[config.mk]
export PLATFORM = sky130hd
export DESIGN_NAME = fifo_mutex_lock_unit
export DESIGN_NICKNAME = d
export VERILOG_FILES = /design/src/rtl/core/fmlu_pkg.sv /design/src/rtl/core/fifo_mutex_lock_unit.sv /design/src/rtl/core/fmlu_wait_queue.sv
export SDC_FILE = /design/constraint.sdc
export NUM_CORES = 1
export LEC_CHECK = 0
export ABC_AREA = 1
export BUFFER_PORTS_ARGS = -buffer_cell sky130_fd_sc_hd__buf_2
export CAP_MARGIN = 10
export CORE_ASPECT_RATIO = 0.7
export CORE_MARGIN = 1.5
export CORE_UTILIZATION = 55
export CTS_BUF_LIST = sky130_fd_sc_hd__clkbuf_8
export CTS_CLUSTER_SIZE = 8
export DETAILED_ROUTE_END_ITERATION = 6
export GPL_ROUTABILITY_DRIVEN = 1
export PLACE_DENSITY = 0.8
export SYNTH_ARGS = -nofsm -noshare
export SYNTH_HDL_FRONTEND = slang
export SYNTH_HIERARCHICAL = 1
export SYNTH_SLANG_ARGS = --single-unit
[constraint.sdc]
create_clock -name clk_i -period 2.5 [get_ports clk_i]
set_input_delay 0.125 -clock clk_i [delete_from_list [all_inputs] [get_ports clk_i]]
set_output_delay 0.125 -clock clk_i [all_outputs]
set_load 0.01 [all_outputs]
[src/rtl/core/fmlu_pkg.sv]
// Shared types and constants of the FIFO mutex lock unit.
package fmlu_pkg;

  localparam int Threads = 16;
  localparam int TidW    = 4;
  localparam int AddrW   = $clog2(Threads);
  localparam int CntW    = $clog2(Threads + 1);

  localparam logic FuncLock   = 1'b0;
  localparam logic FuncUnlock = 1'b1;

  typedef enum logic [2:0] {
    StGranted  = 3'd0,
    StQueued   = 3'd1,
    StAlready  = 3'd2,
    StReleased = 3'd3,
    StHandoff  = 3'd4,
    StNotOwner = 3'd5
  } status_e;

  typedef enum logic {
    FsmIdle = 1'b0,
    FsmExec = 1'b1
  } fsm_e;

  typedef struct packed {
    logic            push;
    logic            pop;
    logic [TidW-1:0] push_tid;
  } q_cmd_t;

  typedef struct packed {
    logic [CntW-1:0] count;
    logic            empty;
    logic            full;
    logic [TidW-1:0] head_tid;
  } q_stat_t;

endpackage

[src/rtl/core/fifo_mutex_lock_unit.sv]
// Top level of the FIFO mutex lock unit: request decode, lock state, result beat.
//
// Usage: a request beat (func_i, thread_id_i) is taken at a rising edge with
// start high and busy low. func_i low asks to lock, high asks to unlock.
// Busy is high for the one cycle in which the request is decided; the result
// beat (status_o, woken_thread_o, locked_now_o, owner_now_o) is shown with
// valid_o high for exactly one cycle, the cycle after busy. The receiver
// takes it at the edge ending that cycle and cannot stall it.
// The accepting edge registers the request and enters exec; the exec decision
// is registered into the result beat. No new request is taken while busy; the
// wait queue memory's head entry is read in the idle cycle ahead of each request.
// A new request may be started in the same cycle its predecessor's result
// is shown.
// Reset (rst_ni low, asynchronous) unlocks the mutex, empties the wait
// queue and clears the waiter map; no clearing pass is needed, queue
// entries are only used after they have been written.
module fifo_mutex_lock_unit (
  input  logic                      clk_i,
  input  logic                      rst_ni,
  input  logic                      start,
  output logic                      busy,
  input  logic                      func_i,
  input  logic [fmlu_pkg::TidW-1:0] thread_id_i,
  output logic                      valid_o,
  output logic [2:0]                status_o,
  output logic [fmlu_pkg::TidW-1:0] woken_thread_o,
  output logic                      locked_now_o,
  output logic [fmlu_pkg::TidW-1:0] owner_now_o
);

  fmlu_pkg::fsm_e    state_q, state_d;
  fmlu_pkg::q_cmd_t  q_cmd;
  fmlu_pkg::q_stat_t q_stat;

  logic                         req_func_q;
  logic [fmlu_pkg::TidW-1:0]    req_tid_q;
  logic                         lock_q, lock_d;
  logic [fmlu_pkg::TidW-1:0]    owner_q, owner_d;
  logic [fmlu_pkg::Threads-1:0] wmap_q, wmap_d;

  fmlu_pkg::status_e         status_n, status_q;
  logic [fmlu_pkg::TidW-1:0] woken_n, woken_q;
  logic                      valid_q, locked_out_q;
  logic [fmlu_pkg::TidW-1:0] owner_out_q;
  logic                      accept;

  assign accept = start && !busy;
  assign busy   = (state_q == fmlu_pkg::FsmExec);

  fmlu_wait_queue u_queue (
    .clk_i  (clk_i),
    .rst_ni (rst_ni),
    .cmd_i  (q_cmd),
    .stat_o (q_stat)
  );

  always_ff @(posedge clk_i or negedge rst_ni) begin
    if (!rst_ni) begin
      state_q <= fmlu_pkg::FsmIdle;
    end else begin
      state_q <= state_d;
    end
  end

  always_comb begin
    state_d = state_q;
    unique case (state_q)
      fmlu_pkg::FsmIdle: if (accept) state_d = fmlu_pkg::FsmExec;
      fmlu_pkg::FsmExec: state_d = fmlu_pkg::FsmIdle;
      default:           state_d = fmlu_pkg::FsmIdle;
    endcase
  end

  always_ff @(posedge clk_i) begin
    if (accept) begin
      req_func_q <= func_i;
      req_tid_q  <= thread_id_i;
    end
  end

  // Request decision, active only in the exec cycle.
  always_comb begin
    lock_d          = lock_q;
    owner_d         = owner_q;
    wmap_d          = wmap_q;
    q_cmd.push      = 1'b0;
    q_cmd.pop       = 1'b0;
    q_cmd.push_tid  = req_tid_q;
    status_n        = fmlu_pkg::StNotOwner;
    woken_n         = '0;
    if (state_q == fmlu_pkg::FsmExec) begin
      if (fmlu_pkg::CntW'(req_tid_q) >= fmlu_pkg::CntW'(fmlu_pkg::Threads)) begin
        status_n = fmlu_pkg::StNotOwner;
      end else if (req_func_q == fmlu_pkg::FuncLock) begin
        if (!lock_q || owner_q == req_tid_q) begin
          lock_d   = 1'b1;
          owner_d  = req_tid_q;
          status_n = fmlu_pkg::StGranted;
        end else if (wmap_q[req_tid_q] || q_stat.full) begin
          status_n = fmlu_pkg::StAlready;
        end else begin
          q_cmd.push        = 1'b1;
          wmap_d[req_tid_q] = 1'b1;
          status_n          = fmlu_pkg::StQueued;
        end
      end else begin
        if (!lock_q || owner_q != req_tid_q) begin
          status_n = fmlu_pkg::StNotOwner;
        end else if (!q_stat.empty) begin
          q_cmd.pop = 1'b1;
          if (fmlu_pkg::CntW'(q_stat.head_tid) < fmlu_pkg::CntW'(fmlu_pkg::Threads)) begin
            wmap_d[q_stat.head_tid] = 1'b0;
          end
          owner_d  = q_stat.head_tid;
          woken_n  = q_stat.head_tid;
          status_n = fmlu_pkg::StHandoff;
        end else begin
          lock_d   = 1'b0;
          owner_d  = '0;
          status_n = fmlu_pkg::StReleased;
        end
      end
    end
  end

  always_ff @(posedge clk_i or negedge rst_ni) begin
    if (!rst_ni) begin
      lock_q  <= 1'b0;
      owner_q <= '0;
      wmap_q  <= '0;
      valid_q <= 1'b0;
    end else begin
      lock_q  <= lock_d;
      owner_q <= owner_d;
      wmap_q  <= wmap_d;
      valid_q <= (state_q == fmlu_pkg::FsmExec);
    end
  end

  always_ff @(posedge clk_i) begin
    if (state_q == fmlu_pkg::FsmExec) begin
      status_q     <= status_n;
      woken_q      <= woken_n;
      locked_out_q <= lock_d;
      owner_out_q  <= lock_d ? owner_d : '0;
    end
  end

  assign valid_o        = valid_q;
  assign status_o       = status_q;
  assign woken_thread_o = woken_q;
  assign locked_now_o   = locked_out_q;
  assign owner_now_o    = owner_out_q;

`ifndef SYNTHESIS
  a_exec_then_result: assert property (@(posedge clk_i) disable iff (!rst_ni)
    busy |=> (valid_o && !busy))
    else $error("result beat did not follow the exec cycle");

  a_accept_goes_busy: assert property (@(posedge clk_i) disable iff (!rst_ni)
    (start && !busy) |=> busy)
    else $error("accepted request did not enter exec");

  a_handoff_locked: assert property (@(posedge clk_i) disable iff (!rst_ni)
    (valid_o && status_o == fmlu_pkg::StHandoff) |->
      (locked_now_o && owner_now_o == woken_thread_o))
    else $error("hand-off left mutex in wrong state");

  a_queue_bound: assert property (@(posedge clk_i) disable iff (!rst_ni)
    (q_stat.count <= fmlu_pkg::CntW'(fmlu_pkg::Threads))
      && (q_stat.empty == (wmap_q == '0)))
    else $error("wait queue count disagrees with waiter map");
`endif

endmodule

[src/rtl/core/fmlu_wait_queue.sv]
// Wait queue of thread ids: synchronous memory plus head, tail and count.
module fmlu_wait_queue (
  input  logic            clk_i,
  input  logic            rst_ni,
  input  fmlu_pkg::q_cmd_t  cmd_i,
  output fmlu_pkg::q_stat_t stat_o
);

  logic [fmlu_pkg::TidW-1:0]  mem [fmlu_pkg::Threads];
  logic [fmlu_pkg::TidW-1:0]  rd_q;
  logic [fmlu_pkg::AddrW-1:0] head_q, head_d;
  logic [fmlu_pkg::AddrW-1:0] tail_q, tail_d;
  logic [fmlu_pkg::CntW-1:0]  count_q, count_d;

  function automatic logic [fmlu_pkg::AddrW-1:0] next_slot(
    input logic [fmlu_pkg::AddrW-1:0] p
  );
    return (p == fmlu_pkg::AddrW'(fmlu_pkg::Threads - 1)) ? '0 : p + 1'b1;
  endfunction

  // Head entry is read every cycle; the control only pops after an idle
  // cycle, so the registered data always reflects the latest head and writes.
  always_ff @(posedge clk_i) begin
    if (cmd_i.push) begin
      mem[tail_q] <= cmd_i.push_tid;
    end
    rd_q <= mem[head_q];
  end

  always_comb begin
    head_d  = head_q;
    tail_d  = tail_q;
    count_d = count_q;
    if (cmd_i.push) begin
      tail_d  = next_slot(tail_q);
      count_d = count_q + 1'b1;
    end
    if (cmd_i.pop) begin
      head_d  = next_slot(head_q);
      count_d = count_q - 1'b1;
    end
  end

  always_ff @(posedge clk_i or negedge rst_ni) begin
    if (!rst_ni) begin
      head_q  <= '0;
      tail_q  <= '0;
      count_q <= '0;
    end else begin
      head_q  <= head_d;
      tail_q  <= tail_d;
      count_q <= count_d;
    end
  end

  assign stat_o.count    = count_q;
  assign stat_o.empty    = (count_q == '0);
  assign stat_o.full     = (count_q >= fmlu_pkg::CntW'(fmlu_pkg::Threads));
  assign stat_o.head_tid = rd_q;

endmodule
-- Word-level counts from Yosys, hierarchy flattened
Memory sizes are Yosys's and may differ from the RTL's. A register that Yosys moved wholly into a read port is not among the register bits.
Index checks and enable logic that the tools add are counted.
- register bits after elaboration: 53
- bits in latches: 0
- RAM bits: 64
- ROM bits: 0
- bits of input ports: 8
- output and inout port bits: 14
- logic and storage cells: 90
- memories kept: 1
- $add $sub $neg: 4
- multiply operators: 0
- divide/modulo/power cells: 0
- $lt $le $gt $ge: 5
- eq/ne operators: 8
- shift operators: 0
- multiplexer cells: 41
- bitwise logic cells: 5
- reduce and logical (&&, ||, !) cells: 12
- memories (name ; depth ; bits a word ; rd ports ; clocked after Yosys merged registers in ; wr ports ; RTL line ; RTL):
    u_queue.mem ; 16 ; 4 ; 1 ; 1 ; 1 ; fmlu_wait_queue.sv:9 ; logic [fmlu_pkg::TidW-1:0] mem [fmlu_pkg::Threads];
- operators with widths (operator ; count):
    $mux W16 ; 5
    $mux W4 ; 7
    $mux W1 ; 17
    $and A16 B16 Y16 ; 1
    $not A16 Y16 ; 1
    $or A16 B16 Y16 ; 1
    $mux W3 ; 4
    $lt A4 B5 Y1 const B ; 2
    $mux W5 ; 2
    $add A4 B1 Y4 const B ; 2
    $demux W1 S4 ; 2
    $eq A4 B4 Y1 const B ; 2
    $ge A4 B1 Y1 const B ; 2
    $ne A2 B2 Y1 const B ; 4
    $add A5 B1 Y5 const B ; 1
    $ge A5 B5 Y1 const B ; 1
    $logic_not A5 Y1 ; 1
    $reduce_and A5 Y1 ; 1
    $sub A5 B1 Y5 const B ; 1
    $bmux W1 S4 ; 1
    $eq A4 B4 Y1 ; 1
    $mux W2 ; 2
    $ne A4 B4 Y1 ; 1
    $logic_and A1 B1 Y1 ; 3
    6 further kinds ; 10

-- Longest topological paths before layout
- depth after elaboration: 9
- gate-level depth with buffers: 20
- depth with buffers taken out: 17

-- Hierarchy
The synthesis kept the hierarchy.
- modules (own cells, without submodules) (module ; instances ; cells an instance ; area an instance (um2) ; sequential area each (um2)):
    fmlu_wait_queue ; 1 ; 395 ; 3796.1 ; 2327.2
    fifo_mutex_lock_unit ; 1 ; 331 ; 2402.3 ; 1086.0

-- Least setup slack after synthesis
No wires, ideal clock.
- path kind: register to register
- start point: register req_tid_q[0] in the netlist's numbering
- end point: memory u_queue/mem[15][0] in the netlist's numbering (enable)
- setup time: 0.337 ns
- arrival time: 2.406 ns
- data required time: 2.163 ns
- path slack: -0.243 ns
- cell stages (with the launch flop): 16
- path buffers: 3
- period minus slack after synthesis: 2.743 ns
- cell sequence: edfxtp_1 buf_2 inv_2 nand2_1 nand2_1 nor2_1 nand3_4 nand2_4 nand2_4 nor2_8 nand2_4 buf_6 nor2_2 buf_2 nand2_1 nor2_1
- RTL lines (item ; RTL line ; RTL):
    from (decl) ; fifo_mutex_lock_unit.sv:36 ; logic [fmlu_pkg::TidW-1:0] req_tid_q;
    from (signal assigned) ; fifo_mutex_lock_unit.sv:77 ; req_tid_q <= thread_id_i;
    to (decl) ; fmlu_wait_queue.sv:9 ;

==> results.cfg <==
[logic_synthesis]
yosysWarnings = 6
synth-edff-count = 81
synth_top_area_share_pct = 39.2
synth_area_leader_cell = edfxtp_1
syn_area_mm2 = 0.00620
synthFlopType = edfxtp_1
synth_area_leaders = edfxtp_1 (39%), dfrtp_1 (15%), nand2_1 (14%), nand3_1 (7.4%), inv_1 (6.7%)
syn_area_per_cell_um2 = 8.54
synth-async-reset-ratio_pct = 29.8
seq_area_frac_synth_pct = 55.1
synthesis.instances = 726
synth_common_cells = nand2_1 (238), inv_1 (110), nand3_1 (92)
yosysMostFrequentCell = nand2_1
ys_ff_latch = 121
synth_nets = 743
synth_cell_type_count = 38

[timing]
worst_pin_slew_ns = 0.867
clock_skew_ns = 0.0177
max_slew_margin_pct = 42.2
rsz0062_at_grt = yes
min_period_over_period_pct = 98.4
whs_ns = 0.330
period_minus_slack_ns = 2.46
hold_violations = 0
max_freq_ghz = 0.406
setup_violations = 0
drv_slew = 0

[layout]
area_growth_pct = 15.3
drive_gt1_share_pct = 16.9
fin_area_mm2 = 0.00714
final_nets = 798
reg.largest.list = u_queue/mem x64, wmap_q x16, u_queue/count_q x5
largest_reg_flops = 64
regMostFlops = u_queue/mem
antenna-diode-count = 0

[global_routing]
antenna_found_initial = 0
grt.busiest_layer = met1
grt_use_met3_pct = 9.45
grt_pass1_vias = 4973
grt.overflow.total = 0
grt_util_met2_pct = 40.6
grt_pass1_wl_um = 25100
grtUsageMet1_pct = 41.0
grt_max_degree = 37
grt_use_total_pct = 28.2

[power]
ir_worst_vdd_mv = 0.578
p_per_area_mw_per_mm2 = 912
fin_total_pwr_uw = 6510
leakage_uw = 0.00341

[critical_path]
cp.depth = 14
cp_slowest_cell = edfxtp_1
crit_end = u_queue/mem[2][2]$_DFFE_PP_
crit_buf_inv = 2
r2r_setup_slack_ns = 0.04
r2r_cells = 14
critPathCaptureType = register
crit_required_ns = 2.65
r2r_end = u_queue/mem[2][2]$_DFFE_PP_
critPathMaxStageDelay_ns = 0.51
critPathLaunch = req_tid_q[0]$_DFFE_PP_
crit_path_start_kind = register
cp_cell_sequence = inv_2 -> nand2_1 -> nand2_2 -> nor2_4 -> nand2_1 -> nand2_2 -> nand2_2 -> nand2_2 -> nor2_8 -> nand2_4 -> nor2_4 -> nand2_1 -> nor2_1 -> buf_4
cpMostUsedCell = nand2_2
cp_max_fo = 6
path_class = reg2reg
cp_data_arrival_time_ns = 2.61
crit_family = simple AND/OR/NAND/NOR gates
r2r_start = req_tid_q[0]$_DFFE_PP_

[clocking]
h-tree-depth = 4
clkSlewWorstSetupHoldPaths_ns = 0.08
clock_path_buffers = 2
insertion_delay_ns = 0.44
cts_made_buffers = 17
clock-sinks = 121
clock-root-buffer = clkbuf_8
tritoncts = built

[drt]
viasPerCell = 5.40
vias = 5114
wire_per_inst_um = 16.1
postRouteAntennaNets = 0
first_iter_violations = 795
drc = 0
routed_wl_um = 15300
drtPass1Iterations = 6

[placed_design]
gp_congestion = 0.947
place.detailed.hpwl_um = 10500
place_area_mm2 = 0.00655
portBuffers = 21

[status]
status = finished clean

[die]
rows = 32
ioPinCount = 22
die_h_um = 91.8
die_w_um = 130
core_mm2 = 0.0110
design.die.area_mm2 = 0.0119
initial_core_util_pct = 56.3

[min_path]
hp-class = in2async

[run]
cap_viol_max_count = 0
==> per-layer routing <==
layer	vias up	wire, um
met5	-	0
met4	0	217
met2	280	6620
met1	2390	6720
li1	2417	-
met3	27	1700
==> power breakdown <==
group          internal [uW]  leakage, uW  switching (uW)  total [uW]
Sequential              2430      0.00124             381        2810
Combinational            634      0.00196            1270        1910
Clock                   1000     0.000213             800        1800
Total                   4060      0.00341            2450        6510
==> stage by stage <==
step	util (%)	TNS [ns]	instances	setup WS (ns)
floorplan	-	-3.23	726	-0.0599
finish	64.9	0	947	0.0394
CTS	63.9	0	942	0.0330
global placement	59.5	0	903	0.140
detailed placement	59.5	0	903	0.0288
global route	64.9	-1.34	947	-0.0651
==> final cells by class <==
class | instances | area, um^2
Clock inverter | 14 | 159
Fill cell | 890 | 3870
Timing Repair Buffer | 61 | 430
Inverter | 115 | 439
Clock buffer | 18 | 248
Sequential cell | 121 | 3410
Tap cell | 153 | 191
Multi-Input combinational cell | 465 | 2260
==> logic make-up (layout without fill, tap and decap cells) <==
logic type,count (synthesis),in the layout,share of synthesized area [%]
AOI/OAI and AO/OA,46,46,3.98
xor gates and xnor gates,3,3,0.424
adders and majority gates,9,9,1.94
buffers and inverters,140,208,9.95
DFF,121,121,55.1
and+or+nand+nor,407,407,28.6
==> timing repair <==
item                                    in CTS  in global routing
pin swaps                                    0                  1
setup buffers                                0                  5
resized for setup                            1                 24
endpoints found under the setup margin       4                 62
hold endpoints to repair                    42                  0
hold buffers                                 7                  0
==> cell usage in the layout, fill, tap and decap left out, types with 3 or more instances in the layout <==
| cell | instances |
|---|---|
| a21oi_1 | 12 |
| buf_2 | 21 |
| buf_4 | 31 |
| bufinv_16 | 3 |
| clkbuf_8 | 18 |
| clkinv_4 | 3 |
| dfrtp_1 | 36 |
| dfxtp_1 | 4 |
| dlygate4sd3_1 | 7 |
| edfxtp_1 | 81 |
| ha_1 | 8 |
| inv_1 | 111 |
| inv_2 | 4 |
| nand2_1 | 235 |
| nand2_2 | 16 |
| nand2_4 | 3 |
| nand3_1 | 92 |
| nand4_1 | 3 |
| nor2_1 | 30 |
| nor2_2 | 14 |
| nor2_4 | 6 |
| o211ai_1 | 3 |
| o21ai_0 | 22 |
==> worst min path at each step <==
stage,slack [ns],endpoint,cells past startpoint,from
6_report,0.33,owner_q[0]$_DFF_PN0_,2,rst_ni
3_5_place_dp,0.29,owner_q[0]$_DFF_PN0_,1,rst_ni
3_3_place_gp,0.27,owner_q[3]$_DFF_PN0_,1,rst_ni
4_1_cts,0.36,owner_q[0]$_DFF_PN0_,2,rst_ni
5_1_grt,0.37,req_tid_q[2]$_DFFE_PP_,2,thread_id_i[2]
2_1_floorplan,-0.17,busy$_DFF_PN0_,0,rst_ni
Power figures use the tool's default switching activity.
